## src/rtl/core/fcct_pkg.sv

```systemverilog
package fcct_pkg;

   localparam int TABLE_DEPTH = 4096;
   localparam int IDX_W       = $clog2(TABLE_DEPTH);
   localparam int CLUSTER_W   = 16;
   localparam int COUNT_W     = 12;
   localparam int STEP_W      = COUNT_W + 1;
   localparam int EXT_W       = CLUSTER_W + 1;

   localparam logic [EXT_W-1:0]     DEPTH_EXT     = EXT_W'(TABLE_DEPTH);
   localparam logic [EXT_W-1:0]     LAST_IDX_EXT  = EXT_W'(TABLE_DEPTH - 1);
   localparam logic [COUNT_W-1:0]   COUNT_RESET   = 12'd4094;

   localparam logic [CLUSTER_W-1:0] END_MARK  = 16'hFFFF;
   localparam logic [CLUSTER_W-1:0] END_LOW   = 16'hFFF8;
   localparam logic [CLUSTER_W-1:0] FREE_MARK = 16'h0000;
   localparam logic [CLUSTER_W-1:0] FIRST_CLUSTER = 16'd2;

   localparam logic [1:0] FUNC_READ  = 2'd0;
   localparam logic [1:0] FUNC_WRITE = 2'd1;
   localparam logic [1:0] FUNC_ALLOC = 2'd2;
   localparam logic [1:0] FUNC_FREE  = 2'd3;

   localparam logic [1:0] RD_REQ  = 2'd0;
   localparam logic [1:0] RD_SCAN = 2'd1;
   localparam logic [1:0] RD_CUR  = 2'd2;

   localparam logic [1:0] WR_CLEAR = 2'd0;
   localparam logic [1:0] WR_REQ   = 2'd1;
   localparam logic [1:0] WR_END   = 2'd2;
   localparam logic [1:0] WR_FREE  = 2'd3;

   localparam logic [2:0] RES_READ  = 3'd0;
   localparam logic [2:0] RES_WRITE = 3'd1;
   localparam logic [2:0] RES_ALLOC = 3'd2;
   localparam logic [2:0] RES_FAIL  = 3'd3;
   localparam logic [2:0] RES_DONE  = 3'd4;

   typedef struct packed {
      logic [1:0]           func;
      logic [CLUSTER_W-1:0] cluster;
      logic [CLUSTER_W-1:0] entry_value;
   } fcct_req_type;

   typedef struct packed {
      logic [CLUSTER_W-1:0] result_value;
      logic                 ok;
   } fcct_rsp_type;

   typedef struct packed {
      logic       clear_inc;
      logic       load_req;
      logic [1:0] rd_sel;
      logic       wr_en;
      logic [1:0] wr_sel;
      logic       scan_init;
      logic       scan_inc;
      logic       free_init;
      logic       free_step;
      logic       free_adv;
      logic       res_load;
      logic [2:0] res_sel;
      logic       out_load;
   } fcct_cmd_type;

   typedef struct packed {
      logic       clear_last;
      logic [1:0] func;
      logic       req_in_table;
      logic       alloc_empty;
      logic       scan_hit;
      logic       scan_last;
      logic       start_low;
      logic       free_stop;
      logic       cur_in_table;
      logic       self_link;
      logic       rsp_free;
   } fcct_status_type;

endpackage

```

## src/rtl/core/fcct_ctrl.sv

```systemverilog
module fcct_ctrl
   import fcct_pkg::*;
(
   input  logic            clock,
   input  logic            reset,
   input  logic            req_valid,
   output logic            req_ready,
   input  fcct_status_type status,
   output fcct_cmd_type    cmd
);

   localparam logic [2:0] S_CLEAR     = 3'd0;
   localparam logic [2:0] S_IDLE      = 3'd1;
   localparam logic [2:0] S_EXEC      = 3'd2;
   localparam logic [2:0] S_ALLOC_RD  = 3'd3;
   localparam logic [2:0] S_ALLOC_CHK = 3'd4;
   localparam logic [2:0] S_FREE_CHK  = 3'd5;
   localparam logic [2:0] S_FREE_WR   = 3'd6;
   localparam logic [2:0] S_OUT       = 3'd7;

   logic [2:0] state_ff, state_in;

   always_comb begin
      state_in  = state_ff;
      cmd       = '0;
      cmd.rd_sel  = RD_REQ;
      cmd.wr_sel  = WR_CLEAR;
      cmd.res_sel = RES_FAIL;
      req_ready = 1'b0;
      case (state_ff)
         S_CLEAR: begin
            cmd.wr_en     = 1'b1;
            cmd.clear_inc = 1'b1;
            if (status.clear_last) begin
               state_in = S_IDLE;
            end
         end
         S_IDLE: begin
            req_ready    = 1'b1;
            cmd.load_req = req_valid;
            if (req_valid) begin
               state_in = S_EXEC;
            end
         end
         S_EXEC: begin
            case (status.func)
               FUNC_READ: begin
                  cmd.res_load = 1'b1;
                  cmd.res_sel  = RES_READ;
                  state_in     = S_OUT;
               end
               FUNC_WRITE: begin
                  cmd.wr_en    = status.req_in_table;
                  cmd.wr_sel   = WR_REQ;
                  cmd.res_load = 1'b1;
                  cmd.res_sel  = RES_WRITE;
                  state_in     = S_OUT;
               end
               FUNC_ALLOC: begin
                  if (status.alloc_empty) begin
                     cmd.res_load = 1'b1;
                     state_in     = S_OUT;
                  end else begin
                     cmd.scan_init = 1'b1;
                     state_in      = S_ALLOC_RD;
                  end
               end
               default: begin
                  if (status.start_low) begin
                     cmd.res_load = 1'b1;
                     state_in     = S_OUT;
                  end else begin
                     cmd.free_init = 1'b1;
                     state_in      = S_FREE_CHK;
                  end
               end
            endcase
         end
         S_ALLOC_RD: begin
            cmd.rd_sel = RD_SCAN;
            state_in   = S_ALLOC_CHK;
         end
         S_ALLOC_CHK: begin
            if (status.scan_hit) begin
               cmd.wr_en    = 1'b1;
               cmd.wr_sel   = WR_END;
               cmd.res_load = 1'b1;
               cmd.res_sel  = RES_ALLOC;
               state_in     = S_OUT;
            end else if (status.scan_last) begin
               cmd.res_load = 1'b1;
               state_in     = S_OUT;
            end else begin
               cmd.scan_inc = 1'b1;
               state_in     = S_ALLOC_RD;
            end
         end
         S_FREE_CHK: begin
            cmd.rd_sel = RD_CUR;
            if (status.free_stop) begin
               cmd.res_load = 1'b1;
               cmd.res_sel  = RES_DONE;
               state_in     = S_OUT;
            end else if (!status.cur_in_table) begin
               cmd.res_load = 1'b1;
               state_in     = S_OUT;
            end else begin
               cmd.free_step = 1'b1;
               state_in      = S_FREE_WR;
            end
         end
         S_FREE_WR: begin
            cmd.wr_en  = 1'b1;
            cmd.wr_sel = WR_FREE;
            if (status.self_link) begin
               cmd.res_load = 1'b1;
               cmd.res_sel  = RES_DONE;
               state_in     = S_OUT;
            end else begin
               cmd.free_adv = 1'b1;
               state_in     = S_FREE_CHK;
            end
         end
         S_OUT: begin
            if (status.rsp_free) begin
               cmd.out_load = 1'b1;
               state_in     = S_IDLE;
            end
         end
         default: begin
            state_in = S_IDLE;
         end
      endcase
   end

   always_ff @(posedge clock) begin
      if (reset) begin
         state_ff <= S_CLEAR;
      end else begin
         state_ff <= state_in;
      end
   end

endmodule

```

## config.mk

```make
export PLATFORM = sky130hd
export DESIGN_NAME = fcct_ctrl
export DESIGN_NICKNAME = d
export VERILOG_FILES = /design/src/rtl/core/fcct_pkg.sv /design/src/rtl/core/fcct_ctrl.sv
export SDC_FILE = /design/constraint.sdc
export NUM_CORES = 1
export LEC_CHECK = 0
export CAP_MARGIN = 20
export CORE_MARGIN = 8
export CORE_UTILIZATION = 34
export CTS_CLUSTER_DIAMETER = 50
export DETAILED_ROUTE_END_ITERATION = 12
export DONT_BUFFER_PORTS = 1
export HOLD_SLACK_MARGIN = 0.15
export PLACE_DENSITY = 0.57
export REMOVE_ABC_BUFFERS = 1
export SYNTH_ARGS = -nofsm -noshare
export SYNTH_HDL_FRONTEND = slang
export SYNTH_SLANG_ARGS = --single-unit
```

## constraint.sdc

```tcl
create_clock -name clock -period 1.3 [get_ports clock]
set_input_delay 0.26 -clock clock [delete_from_list [all_inputs] [get_ports clock]]
set_output_delay 0.26 -clock clock [all_outputs]
set_load 0.05 [all_outputs]
```

==> qor.csv, run 1 <==
stage,metric,value,unit
outcome,status,did not finish,
outcome,haltStage,global routing (5_1_grt),
outcome,stop_error,"[ERROR DPL-0038] Utilization greater than 100%, impossible to legalize",
cts,ctsLongestPathBuffers,2,
yosys,synth_top_cell_area_share,0.1319,
yosys,yosysWarnings,0,
cts,clock-sinks,3,
placed_design,place.gp.congestion,0.8364,
placed_design,io_buffers,0,
yosys,ys_seq_area_frac,0.1319,
floorplanning,start_util,0.3590,
yosys,ys_async_sr_fraction,0,
cts,cts-root-buf,clkbuf_4,
yosys,syn_avg_cell_area,6.601,µm²
cts,cts_made_buffers,3,
timing,grt-worst-endpoint,cmd[2],
floorplanning,num_rows,13,
timing,worstEndpointType,top-level output,
floorplanning,die_w,52.60,µm
yosys,synth.ff_latch_count,3,
yosys,ys.flop_type,dfxtp_1,
placed_design,hpwl,1414,µm
yosys,ys_types,30,
yosys,synthTopCellsByArea,"dfxtp_1, nor2_1, nand2b_1",
yosys,syn-cell-area,455.4,µm²
yosys,synthCells,69,
yosys,synth_edf_count,0,
floorplanning,io_pins,33,
floorplanning,die_y,52.60,µm
cts,h-tree-depth,1,
global_routing,grt_max_degree,9,
yosys,yosys.area.top_type,dfxtp_1,
cell usage after synthesis, types with 2 or more instances:
master,n
nor4_1,3
nor3_1,4
nand2b_1,4
a221oi_1,2
dfxtp_1,3
nand3b_1,2
nor2b_1,3
nor2_1,11
buf_2,2
a21oi_1,3
o21ai_0,3
inv_1,3
and2_1,2
a22oi_1,2
clkbuf_1,2
nand2_1,6
logic make-up after synthesis:
group / count (synthesis) / synth area share
buffers and inverters: 8 / 0.08792
AOI/OAI and AO/OA: 17 / 0.2994
and+or+nand+nor: 41 / 0.4808
DFF: 3 / 0.1319
what timing repair did:
| item | CTS |
|---|---|
| setup endpoints to repair | 20 |
| cloned | 0 |
| hold buffers | 1 |
| resized for setup | 60 |
| buffers inserted | 11 |
| pin swaps | 13 |
| hold endpoints to repair | 3 |
stage by stage:
| stage | std cells | worst slack (ns) | area, µm² | utilization | TNS (ns) |
|---|---|---|---|---|---|
| floorplan | 64 | -1.247 | 426.7 | - | -11.12 |
| global placement | 117 | -0.2422 | 828.3 | 0.6529 | -1.493 |
| detailed placement | 117 | -0.2688 | 828.3 | 0.6529 | -2.035 |
| CTS | 132 | -0.4943 | 1185 | 0.9339 | -5.362 |
==> run 2: changes to the inputs <==
--- a/config.mk
+++ b/config.mk
@@ -6,13 +6,11 @@
 export NUM_CORES = 1
 export LEC_CHECK = 0
 export CAP_MARGIN = 20
-export CORE_MARGIN = 8
-export CORE_UTILIZATION = 34
-export CTS_CLUSTER_DIAMETER = 50
+export CORE_AREA = 8 8 69 71
 export DETAILED_ROUTE_END_ITERATION = 12
+export DIE_AREA = 0 0 77 79
 export DONT_BUFFER_PORTS = 1
-export HOLD_SLACK_MARGIN = 0.15
-export PLACE_DENSITY = 0.57
+export PLACE_DENSITY_LB_ADDON = 0.15
 export REMOVE_ABC_BUFFERS = 1
 export SYNTH_ARGS = -nofsm -noshare
 export SYNTH_HDL_FRONTEND = slang
==> constraint.sdc (replaced) <==
create_clock -name clock -period 1.7 [get_ports clock]
set_input_delay 0.34 -clock clock [delete_from_list [all_inputs] [get_ports clock]]
set_output_delay 0.34 -clock clock [all_outputs]
set_load 0.05 [all_outputs]
==> run 2 against run 1 <==
  * The flow now finishes, with violations (setup timing)
  * Area after synthesis unchanged
  * Synthesized cell count unchanged
==> qor.csv, run 2 <==
stage,metric,value,unit
outcome,status,finished with violations,
outcome,violations,setup timing,
placed_design,place_ws,0.0002834,ns
layout,layout_common_cells,"buf_4, buf_6, nor2_1, buf_12, nand2_1",
cts,clock-sinks,3,
yosys,synthTopCellsByArea,"dfxtp_1, nor2_1, nand2b_1",
route,antenna_left,0,
global_routing,grt_max_degree,18,
layout,area_delta_synth_final,141.8,%
floorplanning,die_y,79,µm
cts,cts-root-buf,clkbuf_8,
power,power_frac_comb,0.462,
route,wl,2158,µm
layout,largest_reg_flops,3,
setup_path,worstPathMaxFanout,3,
route,drt_pre_antenna_iters,4,
yosys,ys.flop_type,dfxtp_1,
route,drc,0,
timing,fin_crit_sh,1.084,
placed_design,hpwl,1603,µm
yosys,yosysMostFrequentCell,nor2_1,
power,seqPwrFrac,0.149,
power,p_sw,0.0001836,W
timing,worst_pin_slew,0.2573,ns
timing,timing.fmax,542.6,MHz
setup_path,cpMaxStageDelayCell,or3b_4,
floorplanning,core-area,3799,µm²
yosys,ys_async_sr_fraction,0,
timing,finalCriticalPeriod,1.843,ns
global_routing,antenna_found_initial,0,
timing,worst_slack,-0.1430,ns
placed_design,io_buffers,0,
yosys,syn_avg_cell_area,6.601,µm²
setup_path,worstPathArrival,1.50,ns
layout,top_regs,state_ff x3,
layout,mostFrequentLayoutCell,buf_4,
yosys,synth_common_cells,"nor2_1, nand2_1, nand2b_1, nor3_1",
global_routing,grt_usage,0.06151,
layout,n_antenna_cell,0,
yosys,yosys.area.top_type,dfxtp_1,
timing,setup_violations,6,
setup_path,cp-end-kind,output port,
layout,drive_gt1_frac,0.6476,
setup_path,path_cells,"or3b_4, nor2_4, a21oi_1, or2_1, buf_12",
floorplanning,die_area,6083,µm²
global_routing,overflow,0,
timing,fin_skew,0.001841,ns
min_path,hold_path_class,input port to flip-flop,
setup_path,cp_num_buf_inv,1,
power,power-per-cell-area,475.5,nW/µm²
yosys,yosysWarnings,0,
layout,nNetsFinal,121,
yosys,ys_types,30,
timing,final_hold_viol_count,0,
global_routing,first_global_vias,623,
floorplanning,num_rows,23,
cts,clock_latency,0.21,ns
route,vias_per_cell,4.168,
route,avgRoutedWirePerCell,13.92,µm
yosys,synth.ff_latch_count,3,
yosys,synth_edf_count,0,
yosys,synthCells,69,
power,swShare,0.3508,
yosys,syn-cell-area,455.4,µm²
setup_path,crit_type,flip-flop to output port,
power,leakagePower,0.4481,nW
timing,slew_headroom,0.8279,
cts,h-tree-depth,1,
floorplanning,io_pins,33,
setup_path,cp_top_family,simple AND/OR/NAND/NOR gates,
setup_path,slowest_delay,0.42,ns
route,dr.first_iter.drc_count,10,
yosys,ys_seq_area_frac,0.1319,
placed_design,place.gp.congestion,0.6832,
route,vias,646,
yosys,synth_top_cell_area_share,0.1319,
floorplanning,die_w,77,µm
timing,rsz0062_at_grt,true,
cts,clk_pin_slew,0.03,ns
job,maxCapViolCount,0,
setup_path,required,1.36,ns
timing,finalMaxSlewViolations,0,
power,power,0.0005235,W
timing,timing.hold.ws,0.1826,ns
cts,cts_tree,yes,
cts,ctsLongestPathBuffers,2,
global_routing,grt_pass1_wl,3056,µm
setup_path,worstSetupStartpointType,flip-flop,
power,peakVddDrop,165.4,µV
power,intPower,0.0003399,W
cts,cts_made_buffers,3,
power,power.share.clock,0.390,
layout,final_util,0.2899,
layout,top_register,state_ff,
floorplanning,start_util,0.1199,
[run 2: what timing repair did]
| item | in CTS | in global routing |
|---|---|---|
| pin swaps | 2 | 5 |
| setup buffers | 1 | 11 |
| endpoints found under the setup margin | 9 | 9 |
| resized for setup | 13 | 34 |
| hold buffers | 0 | 0 |
[run 2: kinds of logic after synthesis]
family,after synthesis,synth area share
AOI/OAI and AO/OA,17,0.2994
and+or+nand+nor,41,0.4808
DFF,3,0.1319
buffers and inverters,8,0.08792
[run 2: area by class of cell]
type	instances	area [µm²]
Clock buffer	4	45.04
Sequential cell	3	66.31
Timing Repair Buffer	37	416.7
Tap cell	50	62.56
Inverter	3	11.26
Multi-Input combinational cell	58	499.2
Fill cell	424	2698
[run 2: final timing paths]
kind	startpoint	endpoint	slack, ns	cells after the start
max	state_ff[2]	cmd[2]	-0.14	5
min	reset	state_ff[1]	0.18	1
max reg2reg	state_ff[2]	state_ff[2]	0.29	8
min reg2reg	state_ff[1]	state_ff[2]	0.72	3
[run 2: layer usage]
| layer | routed length (µm) | global-route usage | vias to the layer above |
|---|---|---|---|
| li1 | - | - | 315 |
| met1 | 773 | 0.06536 | 304 |
| met2 | 1202 | 0.1079 | 23 |
| met3 | 151 | 0.02144 | 4 |
| met4 | 31 | 0.02830 | 0 |
| met5 | 0 | 0 | - |
[run 2: power by group through the flow]
stage	logic [W]	clock network [W]	registers [W]
6_report	0.000242	0.000204	0.0000778
5_1_grt	0.000255	0.000219	0.0000784
4_1_cts	0.000199	0.000206	0.0000782
3_5_place_dp	0.000184	0	0.0000823
3_3_place_gp	0.000185	0	0.0000816
2_1_floorplan	0.000105	0	0.0000888
[run 2: through the flow]
step / TNS, ns / std cells / instance area [µm²]
2_1_floorplan: -5.567 / 64 / 426.7
3_3_place_gp: 0 / 139 / 779.5
5_1_grt: -1.003 / 155 / 1101
3_5_place_dp: 0 / 139 / 779.5
6_report: -0.5339 / 155 / 1101
4_1_cts: -0.5581 / 144 / 880.8
Note: power is estimated with default switching activity, not from simulation.
==> run 3: changes to the inputs <==
==> constraint.sdc (replaced) <==
create_clock -name clock -period 2 [get_ports clock]
set_input_delay 0.4 -clock clock [delete_from_list [all_inputs] [get_ports clock]]
set_output_delay 0.4 -clock clock [all_outputs]
set_load 0.05 [all_outputs]
==> run 3 against run 2 <==
  * The flow now finishes without violations
  * Register-to-register slack better by 0.36 ns
  * Power down 26%
  * Clock-buffer cell count unchanged
  * Core utilization down 8.5 points
  * Largest cell class unchanged
  * Clock power down 14%
  * Routed wire length down 13%
  * Sequential share of layout area up 2.2 points
  * Flip-flop and latch count unchanged
  * Die area unchanged
  * Via count down 15%
  * Hold slack better by 0.063 ns
==> qor.csv, run 3 (same netlist as run 2, synthesis figures left out) <==
stage,metric,value,unit
layout,largest_reg_flops,3,
layout,n_antenna_cell,0,
placed_design,dpl_cell_area,711.9,µm²
timing,timing.fmax,511.2,MHz
setup_path,r2r-start,state_ff[0],
cts,hold_buffers,0,
route,antenna_left,0,
job,maxCapViolCount,0,
setup_path,crit_type,flip-flop to output port,
setup_path,cp-end-kind,output port,
floorplanning,num_rows,23,
layout,nNetsFinal,106,
setup_path,worstPathArrival,1.56,ns
layout,top_register,state_ff,
setup_path,slowest_delay,0.42,ns
global_routing,grt_usage,0.06011,
floorplanning,die_area,6083,µm²
timing,final_hold_viol_count,0,
cts,clk_pin_slew,0.03,ns
power,power-per-cell-area,499.9,nW/µm²
timing,finalCriticalPeriod,1.956,ns
setup_path,required,1.60,ns
global_routing,overflow,0,
layout,top_regs,state_ff x3,
power,peakVddDrop,106.7,µV
cts,clock-sinks,3,
setup_path,cp.depth,5,
layout,drive_gt1_frac,0.4111,
layout,area_delta_synth_final,71.15,%
setup_path,cp_top_family,simple AND/OR/NAND/NOR gates,
placed_design,hpwl,1602,µm
cts,cts_made_buffers,3,
floorplanning,start_util,0.1199,
timing,timing.hold.ws,0.2455,ns
placed_design,io_buffers,0,
timing,fin_crit_sh,0.9781,
power,p_sw,0.0001388,W
timing,rsz0062_at_grt,true,
setup_path,worstSetupStartpointType,flip-flop,
min_path,holdPathStages,1,
route,wl,1878,µm
placed_design,place.gp.congestion,0.6954,
global_routing,first_global_vias,588,
power,power.share.clock,0.450,
global_routing,antenna_found_initial,0,
power,swShare,0.3561,
floorplanning,die_y,79,µm
setup_path,worstRegToRegCells,5,
power,power_frac_comb,0.369,
setup_path,cpMaxStageDelayCell,or3b_4,
setup_path,rr_endpoint,state_ff[1],
power,leakagePower,0.3175,nW
route,drc,0,
min_path,hold_path_class,input port to flip-flop,
route,avgRoutedWirePerCell,13.41,µm
cts,cts_tree,yes,
min_path,hold_end,state_ff[1],
global_routing,grt_max_degree,15,
cts,h-tree-depth,1,
setup_path,path_cells,"or3b_4, o21ba_4, a22oi_1, nand2_1, buf_12",
setup_path,worstPathMaxFanout,11,
layout,layout_common_cells,"buf_4, nor2_1, nand2_1",
layout,fin_area,779.5,µm²
layout,mostFrequentLayoutCell,buf_4,
floorplanning,io_pins,33,
timing,setup_violations,0,
outcome,status,"complete, no violations",
timing,worst_pin_slew,0.4418,ns
power,intPower,0.0002509,W
route,vias,549,
floorplanning,die_w,77,µm
global_routing,grt_pass1_wl,2904,µm
setup_path,r2r_setup_slack,0.65,ns
cts,cts-root-buf,clkbuf_8,
route,dr.first_iter.drc_count,10,
floorplanning,core-area,3799,µm²
power,seqPwrFrac,0.181,
timing,fin_skew,0.001874,ns
timing,slew_headroom,0.7061,
route,vias_per_cell,3.921,
timing,finalMaxSlewViolations,0,
cts,ctsLongestPathBuffers,2,
cts,clock_latency,0.22,ns
route,drt_pre_antenna_iters,4,
min_path,hold_path_startpoint,reset,
setup_path,cp_num_buf_inv,1,
[run 3: routing by layer]
| metal | share of wire | GRT usage |
|---|---|---|
| met5 | 0 | 0 |
| met4 | 0.012 | 0.03962 |
| met3 | 0.064 | 0.01919 |
| met2 | 0.53 | 0.1105 |
| met1 | 0.40 | 0.05690 |
[run 3: power by group through the flow]
stage          clock, W  combinational [W]  sequential (W)
6_report       0.000175           0.000144       0.0000705
5_1_grt        0.000183           0.000154       0.0000710
4_1_cts        0.000181           0.000144       0.0000706
3_5_place_dp          0           0.000144       0.0000709
3_3_place_gp          0           0.000146       0.0000709
2_1_floorplan         0          0.0000892       0.0000755
[run 3: per-stage QoR]
stage	cells	worst slack (ns)	util	setup TNS, ns	power (W)
after floorplan	64	-0.6868	-	-2.634	0.0001647
after global placement	135	0.2028	0.1874	0	0.0002165
after detailed placement	135	0.1980	0.1874	0	0.0002148
after CTS	139	0.02583	0.1996	0	0.0003958
after global routing	140	-0.01520	0.2052	-0.02505	0.0004085
final	140	0.04380	0.2052	0	0.0003897
[run 3: repair_timing]
| item | 4_1_cts | 5_1_grt |
|---|---|---|
| endpoints found under the setup margin | 2 | 2 |
| buffers inserted | 0 | 1 |
| gates resized for setup | 1 | 4 |
| endpoints found under the hold margin | 0 | 0 |
| pin swaps | 0 | 2 |
[run 3: final cells by class]
type	count	area (µm²)
Clock buffer	4	45.04
Fill cell	441	3019
Inverter	3	11.26
Multi-Input combinational cell	58	394.1
Sequential cell	3	63.81
Tap cell	50	62.56
Timing Repair Buffer	22	202.7
[run 3: worst max path at each step]
| stage | endpoint | startpoint |
|---|---|---|
| final | cmd[4] | state_ff[0] |
| after global routing | cmd[2] | state_ff[0] |
| after CTS | cmd[2] | state_ff[0] |
| after detailed placement | cmd[2] | state_ff[0] |
| after global placement | cmd[2] | state_ff[0] |
| after floorplan | cmd[6] | state_ff[0] |
[run 3: worst register-to-register path, stage by stage (launching register included)]
cell and delay (ns):
dfxtp_4 0.37, or3b_4 0.42, o21ba_4 0.24, buf_4 0.10, o2bb2ai_2 0.06, a21oi_2 0.11
==> run 4: changes to the inputs <==
--- a/config.mk
+++ b/config.mk
@@ -6,12 +6,11 @@
 export NUM_CORES = 1
 export LEC_CHECK = 0
 export CAP_MARGIN = 20
-export CORE_AREA = 8 8 69 71
+export CORE_AREA = 2 2 63 65
 export DETAILED_ROUTE_END_ITERATION = 12
-export DIE_AREA = 0 0 77 79
+export DIE_AREA = 0 0 65 67
 export DONT_BUFFER_PORTS = 1
 export PLACE_DENSITY_LB_ADDON = 0.15
-export REMOVE_ABC_BUFFERS = 1
 export SYNTH_ARGS = -nofsm -noshare
 export SYNTH_HDL_FRONTEND = slang
 export SYNTH_SLANG_ARGS = --single-unit
==> run 4 against run 3 <==
  * Non-clock buffer count rose by 3
  * Clock-buffer cell count stayed put
  * Cell count rose by 0.71%
  * Maximum frequency fell by 0.59%
  * Register-to-register slack worse by 0.04 ns
  * Global-route usage increased by 2.0 points
  * Flip-flop and latch count did not move
  * Sequential share of layout area decreased by 0.57 points
  * Hold slack worse by 0.00051 ns
  * Critical path type unchanged
  * Critical endpoint is now cmd[2]
  * Largest power group unchanged
  * Highest routed layer is now met3
==> qor.csv, run 4 (same netlist as run 2, synthesis figures left out) <==
stage,metric,value,unit
outcome,status,"complete, no violations",
placed_design,dp_cells,133,
setup_path,cp-end-kind,output port,
placed_design,place_ws,0.1755,ns
floorplanning,die_w,65,µm
setup_path,worstPathMaxFanout,6,
global_routing,grt_max_degree,18,
timing,fin_crit_sh,0.9839,
setup_path,worstRegToRegCells,6,
timing,final_hold_viol_count,0,
layout,multi_input_area,419.2,µm²
global_routing,grtUsageMet3,0.02365,
timing,rsz0062_at_grt,true,
layout,top_register,state_ff,
route,drt_pre_antenna_iters,3,
timing,setup_violations,0,
yosys,synth_nets,84,
timing,fin_skew,0.002346,ns
floorplanning,die_area,4355,µm²
cts,clock-sinks,3,
layout,mostFrequentLayoutCell,buf_4,
cts,h-tree-depth,1,
setup_path,required,1.60,ns
setup_path,crit_type,flip-flop to output port,
global_routing,busiest_layer,met2,
placed_design,hpwl,1457,µm
power,power-per-cell-area,485.0,nW/µm²
global_routing,antenna_found_initial,0,
timing,finalMaxSlewViolations,0,
global_routing,grtUsageMet1,0.1043,
layout,top_regs,state_ff x3,
floorplanning,start_util,0.1263,
cts,ctsLongestPathBuffers,2,
route,dr.first_iter.drc_count,10,
cts,cts-root-buf,clkbuf_8,
layout,nNetsFinal,109,
layout,regArea,63.81,µm²
placed_design,place.gp.congestion,0.6883,
timing,worst_pin_slew,0.4303,ns
cts,cts_made_buffers,3,
setup_path,worstSetupStartpointType,flip-flop,
global_routing,grt_usage,0.07963,
floorplanning,io_pins,33,
job,maxCapViolCount,0,
route,wl,1785,µm
route,antenna_left,0,
route,vias_per_cell,4.142,
min_path,holdPathStages,1,
layout,layout_common_cells,"buf_4, nor2_1, nand2_1",
global_routing,use_met2,0.1289,
cts,clock_latency,0.21,ns
layout,area_delta_synth_final,84.07,%
layout,largest_reg_flops,3,
floorplanning,num_rows,22,
global_routing,grt_pass1_wl,2725,µm
power,leakagePower,0.3432,nW
timing,worst_slack,0.03228,ns
cts,cts_tree,yes,
global_routing,overflow,0,
layout,instances_no_fill,141,
timing,timing.fmax,508.2,MHz
layout,drive_gt1_frac,0.4946,
route,drc,0,
setup_path,worstPathArrival,1.57,ns
floorplanning,core-area,3606,µm²
timing,slew_headroom,0.7137,
cts,clk_pin_slew,0.03,ns
layout,fill_cells,418,
timing,finalCriticalPeriod,1.968,ns
floorplanning,die_y,67,µm
power,peakVddDrop,199.5,µV
global_routing,first_global_vias,564,
min_path,hold_path_class,input port to flip-flop,
route,vias,584,
placed_design,io_buffers,0,
layout,n_antenna_cell,0,
route,avgRoutedWirePerCell,12.66,µm
## run 4: cell type report
| type | instances | share of cell area |
|---|---|---|
| clock buffer | 4 | 0.05373 |
| inverter | 3 | 0.01343 |
| tap | 48 | 0.07164 |
| timing repair buffer | 25 | 0.2851 |
| multi-input combinational | 58 | 0.5000 |
| sequential | 3 | 0.07612 |
## run 4: final timing paths
| check | slack [ns] | endpoint | startpoint |
|---|---|---|---|
| worst max register to register | 0.61 | state_ff[2] | state_ff[0] |
| worst min register to register | 0.72 | state_ff[2] | state_ff[1] |
| worst max-delay path | 0.03 | cmd[2] | state_ff[0] |
| worst min-delay path | 0.25 | state_ff[1] | reset |
## run 4: per-layer routing
layer	vias to the layer above	share of wire	wire [µm]
met3	0	0.058	103
met5	-	0	0
met4	0	0	0
met1	275	0.44	786
met2	16	0.50	896
li1	293	-	-
## run 4: critical path, cell delays in order, from the launching register on
cell	delay (ns)
dfxtp_4	0.35
or3b_4	0.42
nor2_4	0.11
a21oi_2	0.04
or2_1	0.27
buf_12	0.16
## run 4: through the flow
step	area, µm²	util	power [W]	TNS (ns)	hold WS, ns
2_1_floorplan	493.0	-	0.0001747	-0.1324	0.4624
3_3_place_gp	737.0	0.2044	0.0002230	0	0.4633
3_5_place_dp	737.0	0.2044	0.0002220	0	0.4645
4_1_cts	783.3	0.2172	0.0004011	0	0.2408
5_1_grt	838.3	0.2325	0.0004327	-0.02989	0.2397
6_report	838.3	0.2325	0.0004065	0	0.2450
## run 4: report_power, final
group          switching, W  internal (W)   total, W
combinational      0.000101     0.0000633   0.000164
clock             0.0000389      0.000136   0.000175
sequential       0.00000375     0.0000641  0.0000678
total              0.000143      0.000263   0.000407
## run 4: timing repair
action,4_1_cts,5_1_grt
pin swaps,0,5
gates resized for setup,1,9
setup endpoints to repair,4,3
hold buffers,0,0
setup buffers,0,4
